==> config.mk <==
export PLATFORM = sky130hd
export DESIGN_NAME = csmv_fifo
export DESIGN_NICKNAME = d
export VERILOG_FILES = /design/src/hw/rtl/csmv_fifo.sv
export SDC_FILE = /design/constraint.sdc
export NUM_CORES = 1
export LEC_CHECK = 0
export CORE_MARGIN = 3
export CORE_UTILIZATION = 34
export DETAILED_ROUTE_END_ITERATION = 8
export DONT_BUFFER_PORTS = 1
export PLACE_DENSITY_LB_ADDON = 0.08
export SYNTH_ARGS = -nofsm -noshare
export SYNTH_HDL_FRONTEND = slang
export SYNTH_SLANG_ARGS = --single-unit
==> constraint.sdc <==
create_clock -name aclk -period 1.3 [get_ports aclk]
set_input_delay 0.26 -clock aclk [delete_from_list [all_inputs] [get_ports aclk]]
set_output_delay 0.26 -clock aclk [all_outputs]
set_load 0.01 [all_outputs]
==> src/hw/rtl/csmv_fifo.sv <==
// Small register-based first-in first-out queue with an occupancy count.
module csmv_fifo #(
    parameter int WIDTH = 8,
    parameter int DEPTH = 2,
    localparam int PW   = (DEPTH > 1) ? $clog2(DEPTH) : 1,
    localparam int CW   = $clog2(DEPTH + 1)
) (
    input  logic             aclk,
    input  logic             aresetn,
    input  logic             push,
    input  logic [WIDTH-1:0] wdata,
    input  logic             pop,
    output logic [WIDTH-1:0] rdata,
    output logic             full,
    output logic             empty,
    output logic [CW-1:0]    count
);

    logic [WIDTH-1:0] mem [DEPTH];
    logic [PW-1:0]    wr_ptr_reg, wr_ptr_next;
    logic [PW-1:0]    rd_ptr_reg, rd_ptr_next;
    logic [CW-1:0]    count_reg, count_next;

    always_comb begin
        wr_ptr_next = wr_ptr_reg;
        rd_ptr_next = rd_ptr_reg;
        if (push) begin
            wr_ptr_next = (wr_ptr_reg == PW'(DEPTH - 1)) ? '0 : wr_ptr_reg + 1'b1;
        end
        if (pop) begin
            rd_ptr_next = (rd_ptr_reg == PW'(DEPTH - 1)) ? '0 : rd_ptr_reg + 1'b1;
        end
        count_next = count_reg + CW'(push) - CW'(pop);
    end

    always_ff @(posedge aclk) begin
        if (!aresetn) begin
            wr_ptr_reg <= '0;
            rd_ptr_reg <= '0;
            count_reg  <= '0;
        end else begin
            wr_ptr_reg <= wr_ptr_next;
            rd_ptr_reg <= rd_ptr_next;
            count_reg  <= count_next;
        end
    end

    always_ff @(posedge aclk) begin
        if (push) begin
            mem[wr_ptr_reg] <= wdata;
        end
    end

    assign rdata = mem[rd_ptr_reg];
    assign full  = (count_reg == CW'(DEPTH));
    assign empty = (count_reg == '0);
    assign count = count_reg;

endmodule

==> results of run 1 <==
[layer usage]
| metal | up-vias | GRT usage, % |
|---|---|---|
| met4 | 0 | 6.22 |
| li1 | 179 | - |
| met2 | 16 | 16.9 |
| met1 | 168 | 6.82 |
| met5 | - | 0 |
| met3 | 0 | 3.54 |
[report_power, final]
part | internal (mW) | total [mW] | switching [mW]
Sequential | 0.774 | 0.802 | 0.0281
Combinational | 0.124 | 0.221 | 0.0966
Clock | 0.119 | 0.293 | 0.173
[area by class of cell]
cell class	count	area (sq um)	area share, %
repair buffers	4	37.5	3.98
well taps	27	33.8	3.58
inverters	2	7.51	0.796
multi-input cells	22	255	27.1
flip-flops and latches	21	583	61.8
clock buffers	4	26.3	2.79
[logic make-up (layout without fill, tap and decap cells)]
logic type,Yosys count,in the layout,synth area share [%]
simple gates,9,9,6.72
fa+ha+maj,2,2,3.12
buf+inv,3,10,1.56
compound gates,1,1,0.938
flops,21,21,72.5
mux,8,8,11.3
xor+xnor,2,2,3.91
[Yosys cell counts (all sizes together)]
cell    instances  area [sq um]
xnor3           1          22.5
and2            4          25.0
dfxtp           5           100
edfxtp         16           480
o21a            1          7.51
ha              2          25.0
nor2            1          3.75
nor2b           4          25.0
inv             2          7.51
xor2            1          8.76
mux2            8          90.1
buf             1          5.00
[stage by stage]
step	hold slack (ps)	worst slack (ps)	instance area (sq um)
finish	57.0	-59.5	943
CTS	48.1	-77.3	925
global route	29.0	-112	943
detailed placement	359	76.3	860
floorplan	359	63.5	801
global placement	359	151	860
[how the worst max path moves through the flow]
stage | from | endpoint | depth (start not counted) | slack, ps
CTS | flip-flop | rdata[6] | 2 | -80
floorplan | count[0] | count[0] | 5 | 60
global placement | count[0] | count[1] | 6 | 150
detailed placement | count[0] | count[1] | 6 | 80
global route | flip-flop | rdata[2] | 2 | -110
finish | flip-flop | rdata[0] | 2 | -60
[placed cells by master (no fill, tap or decap)]
master / n
sky130_fd_sc_hd__nor2b_2: 1
sky130_fd_sc_hd__buf_8: 1
sky130_fd_sc_hd__and2_1: 4
sky130_fd_sc_hd__o21a_1: 1
sky130_fd_sc_hd__inv_2: 1
sky130_fd_sc_hd__dfxtp_2: 2
sky130_fd_sc_hd__nor2b_1: 3
sky130_fd_sc_hd__xor2_1: 1
sky130_fd_sc_hd__clkbuf_1: 1
sky130_fd_sc_hd__xnor3_1: 1
sky130_fd_sc_hd__dfxtp_1: 3
sky130_fd_sc_hd__ha_2: 1
sky130_fd_sc_hd__inv_1: 1
sky130_fd_sc_hd__nor2_1: 1
sky130_fd_sc_hd__mux2_4: 8
sky130_fd_sc_hd__edfxtp_1: 16
sky130_fd_sc_hd__ha_4: 1
sky130_fd_sc_hd__clkbuf_4: 3
sky130_fd_sc_hd__buf_4: 3
[worst max-delay path: cells and delay by family (launching register included)]
kind | cells | cell delay, ps
muxes | 1 | 330
buffers and inverters | 1 | 140
DFF | 1 | 340
[repair_timing]
item | 4_1_cts | 5_1_grt
pin swaps | 0 | 2
setup buffers | 0 | 0
setup endpoints to repair | 8 | 10
resized for setup | 19 | 5
==> results by stage, run 1 <==
Critical path:
- In this design, the stage delay of the slowest critical-path cell is 340 ps.
- The maximum fanout encountered on the critical timing path is 8.
- The worst register-to-register path begins at count[0].
- The critical register-to-register path endpoint is count[1].
- Counting cells, the worst reg-to-reg path comes to 6.
- The endpoint kind of the worst setup timing path is a primary output.
- Traced cell by cell, the critical path runs through buf_8 > mux2_4.
- The critical path launch point type is a flip-flop.
- The largest individual stage delay along the critical path comes from the cell sky130_fd_sc_hd__dfxtp_2.
- The critical path in this run is classified as reg -> out.
- STA puts the critical path data arrival time at 1100 ps.
- The worst setup slack for register-to-register paths is 90 ps.
- For the worst setup path, the data required time is 1040 ps.

Timing:
- The smallest clock period supported by the final layout is computed as 1360 ps.
- The final setup TNS is -448 ps.
- The relative slew slack is 75.0%.
- The total count of hold-check failures in the final report is 0.
- The setup clock skew after layout is 3.61 ps.
- For the pin with the worst max-slew slack, the measured transition is 375 ps.
- For this run, the top clock speed supported by timing is 736 MHz.
- The post-layout worst setup margin is -59.5 ps.
- The total count of max-transition violations in the final report is 0.
- Setup repair after global routing could not meet its margin everywhere.
- The part of the cycle the worst path needs is 105%.
- Setup violations remaining at the end of the flow were counted as 8.

Clock tree:
- The maximum level of the CTS H-tree is 1.
- The clock net in this run drives a total of 21 sinks.
- The number of buffers added by the clock tree synthesis step is 3.
- The clock insertion delay at the later pin of the skew report is 290 ps.
- The hold buffer count at CTS is 0.
- The clock transition at the registers of the reported paths is 110 ps.
- The maximum number of buffers from clock root to sink is 2.
- TritonCTS built the clock tree.
- Clock tree synthesis selected as its root buffer the cell sky130_fd_sc_hd__clkbuf_4.

Drt:
- The detailed-routed wire length on met2 is 653 um.
- The final layout contains routed wiring with a total length of 1160 um.
- The routed via count is 363.
- After detailed routing, the average wire length per cell comes to 14.5 um.
- The DRC marker count from the first detailed-route iteration is 0.
- The detailed-routing wirelength on met1 is 378 um.
- The number of iterations in the first detailed-routing pass is 1.
- The count of unresolved DRC violations after routing is 0.
- Dividing the detail-routed via count by the number of cells gives 4.54.
- The routed design uses 127 um of met3 wire.
- The number of nets still failing antenna checks after routing is 0.
- In this run the top signal layer used is met3.

Floorplanning:
- The floorplan step defined a core boundary enclosing 2100 sq um.
- The die outline height is 54.5 um.
- After floorplanning, the core was divided into 16 placement rows.
- The initial core utilization is 38.1%.
- 24 I/O pins were placed.
- The total die area is 2970 sq um.
- The horizontal extent of the die is 54.5 um.

Layout:
- The core occupancy in the finished layout is 44.9%.
- The share of layout cells above drive strength 1 is 39.6%.
- The non-filler instance count after layout is 80.
- The flip-flop count of the largest register, all copies and words added is 16.
- The total number of nets in the final design is 68.
- The number of diodes added for antenna fixing is 0.
- The layout overhead on the synthesized area is 17.8%.
- The final-layout fill cell count is 179.

Power:
- The completed layout was analyzed and its total power is 1.32 mW.
- The static power due to leakage is 0.356 nW.
- The power per unit of standard cell area is 1390 nW/um^2.
- The maximum ir drop on the vdd rail is 0.785 mV.

Place:
- The half-perimeter wire length after detailed placement is 928 um.
- The congestion estimate from routability-driven global placement came to 0.670.
- During placement, the flow inserted port buffers numbering 0.
- The number of placed instances, taps included, is 76.

GRT:
- The initial antenna violation count is 0.
- The number of global-route vias before repair is 410.
- The total routing resource utilization after global routing is 8.79%.
- The wire length of the first global-routing pass is 1750 um.
- After global routing the overflow that remains totals 0.
- Entering global routing, the biggest net connects 12 pins.

Worst hold path:
- The start point of the worst min-delay path is wdata[0].
- The min-delay analysis places its worst path in the category in -> reg.
- The number of cells traversed by the worst hold path is 0.
- The destination of the worst hold path is mem[1][0].

Synth:
- The sequential fraction of the synthesis area is 72.5%.
- Counting every net in the synthesized netlist gives 60.
- Synthesis instantiated 12 different standard cells from the library.
- The average cell area after synthesis is 17.4 sq um.
- Synthesis produced 46 cells.
- The Yosys step of the flow raised 0 warnings.
- Synthesis inferred 21 register bits.
- In this run the cell area of the synthesized design comes to 801 sq um.

Run status:
- The checks that failed: negative setup slack.
- The flow ran to the end, but the final reports show violations.

Job:
- The number of max-capacitance violations reported is 0.
Note: power is estimated with default switching activity, not from simulation.
==> run 2: changes to the inputs <==
--- a/config.mk
+++ b/config.mk
@@ -6,7 +6,7 @@
 export NUM_CORES = 1
 export LEC_CHECK = 0
 export CORE_MARGIN = 3
-export CORE_UTILIZATION = 34
+export CORE_UTILIZATION = 26
 export DETAILED_ROUTE_END_ITERATION = 8
 export DONT_BUFFER_PORTS = 1
 export PLACE_DENSITY_LB_ADDON = 0.08
==> results by stage, run 2 (same netlist as run 1, synthesis figures left out) <==
Run status:
- The checks that failed: negative setup slack.
- The run finished, with violations left.

Worst hold path:
- The classification of the worst-slack hold path is in -> reg.

Clock tree:
- The number of buffers added by the clock tree synthesis step is 3.
- Buffers inserted to repair hold after CTS numbered 0.
- Counting every sink on the clock net gives 21.
- The maximum level of the CTS H-tree is 1.
- The clock tree from TritonCTS is built.
- Clock latency on the worst-skew pair, taken at its later pin, is 300 ps.
- The maximum number of buffers from clock root to sink is 2.
- After clock tree synthesis, the clock-pin slew on the worst setup and hold paths is 120 ps.
- In this run the clock root is driven by a sky130_fd_sc_hd__clkbuf_4.

Critical path:
- Data on the critical path arrives at its endpoint at 1110 ps.
- Of all nets on the critical path, the largest fanout is 8.
- The endpoint kind of the worst setup timing path is a primary output.
- The required time at the endpoint of the critical path is 1040 ps.
- The worst setup path is launched from a flip-flop.
- The type of the setup path with the least slack is reg -> out.

Place:
- Detailed placement finished with a half-perimeter wire length of 967 um.
- Routability-driven placement finished with a final weighted congestion of 0.682.
- Buffers placed on the I/O ports in this run total 0.
- The minimum setup slack after placement is 62.7 ps.

GRT:
- The initial antenna violation count came to 0.
- The overflow left after global routing is 0.
- The largest net degree at the start of global routing is 13.
- The wire length of the first global-routing pass is 1970 um.
- Global routing used 7.63% of the available tracks.
- The number of global-route vias before repair is 432.

Layout:
- The register with the most flip-flops in the layout has 16 of them.
- From synthesis to final layout, the design area changed by 19.4%.
- The number of diodes added for antenna fixing is 0.
- The total number of nets in the final design is 68.
- Leaving out fill and tap cells, the most frequent cells in the layout are 16 x sky130_fd_sc_hd__edfxtp_1, 8 x sky130_fd_sc_hd__mux2_4, 4 x sky130_fd_sc_hd__and2_1.
- The share of layout cells above drive strength 1 is 43.4%.
- The commonest non-fill, non-tap cell in the layout is sky130_fd_sc_hd__edfxtp_1.
- Counting the fill cells in the layout gives 274.

Power:
- VDD sags by at most 0.545 mV.
- The power per unit of standard cell area is 1400 nW/um^2.
- The static power due to leakage is 0.360 nW.

Floorplanning:
- The core region is 2850 sq um.
- Once the floorplan was initialized, standard cells occupied 28.1% of the core.
- During I/O placement, the number of pins put on the boundary was 24.
- The die is 61.5 um wide.
- The die outline height is 61.5 um.
- The floorplan step defined a die boundary enclosing 3780 sq um.
- The placement row count is 19.

Timing:
- The setup clock skew after layout is 2.91 ps.
- The achievable frequency is 731 MHz.
- The slew at the pin closest to its max-slew limit is 402 ps.
- The final hold slack is 47.7 ps.
- The final critical-path required period is 1370 ps.
- Dividing the final minimum period by the clock period gives 105%.
- Setup repair after global routing could not meet its margin everywhere.
- The total count of max-transition violations in the final report is 0.
- The number of setup violations in the final report is 8.
- The total count of hold-check failures in the final report came to 0.
- In the post-route analysis, the smallest setup slack over all paths is -68.4 ps.
- In this run the tightest slew margin relative to its limit is 73.2%.

Drt:
- The wire length per cell is 14.9 um.
- The final wirelength is 1250 um.
- The first TritonRoute pass finished after 3 iterations.
- The detailed router finished its first iteration with 3 violations.
- The number of nets still failing antenna checks after routing is 0.
- The routed layout has 370 vias.
- After detailed routing, the number of remaining DRC violations is 0.
- In the routed layout, each cell is associated on average with a via count of 4.40.

Job:
- The number of max-capacitance violations reported is 0.
[run 2: cell count changes in the layout (fill, tap and decap cells not counted)]
cell / change
sky130_fd_sc_hd__clkinv_2: +1
sky130_fd_sc_hd__dfxtp_2: +1
sky130_fd_sc_hd__buf_8: -1
sky130_fd_sc_hd__buf_12: +1
sky130_fd_sc_hd__clkbuf_1: -1
sky130_fd_sc_hd__dfxtp_1: -1
[run 2: final timing paths]
kind | to | cells after the start | slack [ps] | from
hold reg to reg | flip-flop | 2 | 590 | rd_ptr_reg
hold / removal | mem[1][6] | 0 | 50 | wdata[6]
setup reg to reg | count[1] | 6 | 100 | count[0]
setup / recovery | rdata[6] | 2 | -70 | flip-flop
[run 2: repair_timing]
item | 4_1_cts | 5_1_grt
setup buffers | 0 | 0
endpoints found under the setup margin | 9 | 10
gates resized for setup | 18 | 5
[run 2: per-stage QoR]
stage | TNS, ps | utilization [%] | power [mW] | area, sq um | instances
final | -529 | 33.5 | 1.34 | 956 | 84
after global routing | -944 | 33.5 | 1.42 | 956 | 84
after CTS | -677 | 32.9 | 1.35 | 938 | 84
after detailed placement | 0 | 30.7 | 1.01 | 877 | 80
after global placement | 0 | 30.7 | 0.998 | 877 | 80
after floorplan | 0 | - | 0.949 | 801 | 46
[run 2: final cells by class]
cell class / count / area (sq um) / share of cell area (%)
timing repair buffer: 4 / 42.5 / 4.45
clock buffer: 3 / 22.5 / 2.36
multi-input combinational: 22 / 255 / 26.7
tap: 31 / 38.8 / 4.06
sequential: 21 / 584 / 61.1
clock inverter: 1 / 5.00 / 0.524
inverter: 2 / 7.51 / 0.785
[run 2: power breakdown]
group	switching [mW]	internal [mW]	leakage (nW)
Sequential	0.0277	0.776	0.193
Clock	0.193	0.115	0.0177
Combinational	0.100	0.129	0.149
[run 2: worst max-delay path, cell delays in order (launching register included)]
cell	delay [ps]
sky130_fd_sc_hd__dfxtp_2	360
sky130_fd_sc_hd__buf_12	130
sky130_fd_sc_hd__mux2_4	320
[run 2: routing by layer]
metal | global-route usage, % | routed length, um
met1 | 6.96 | 443
met5 | 0 | 0
met3 | 3.56 | 121
met4 | 4.55 | 7
met2 | 13.6 | 679
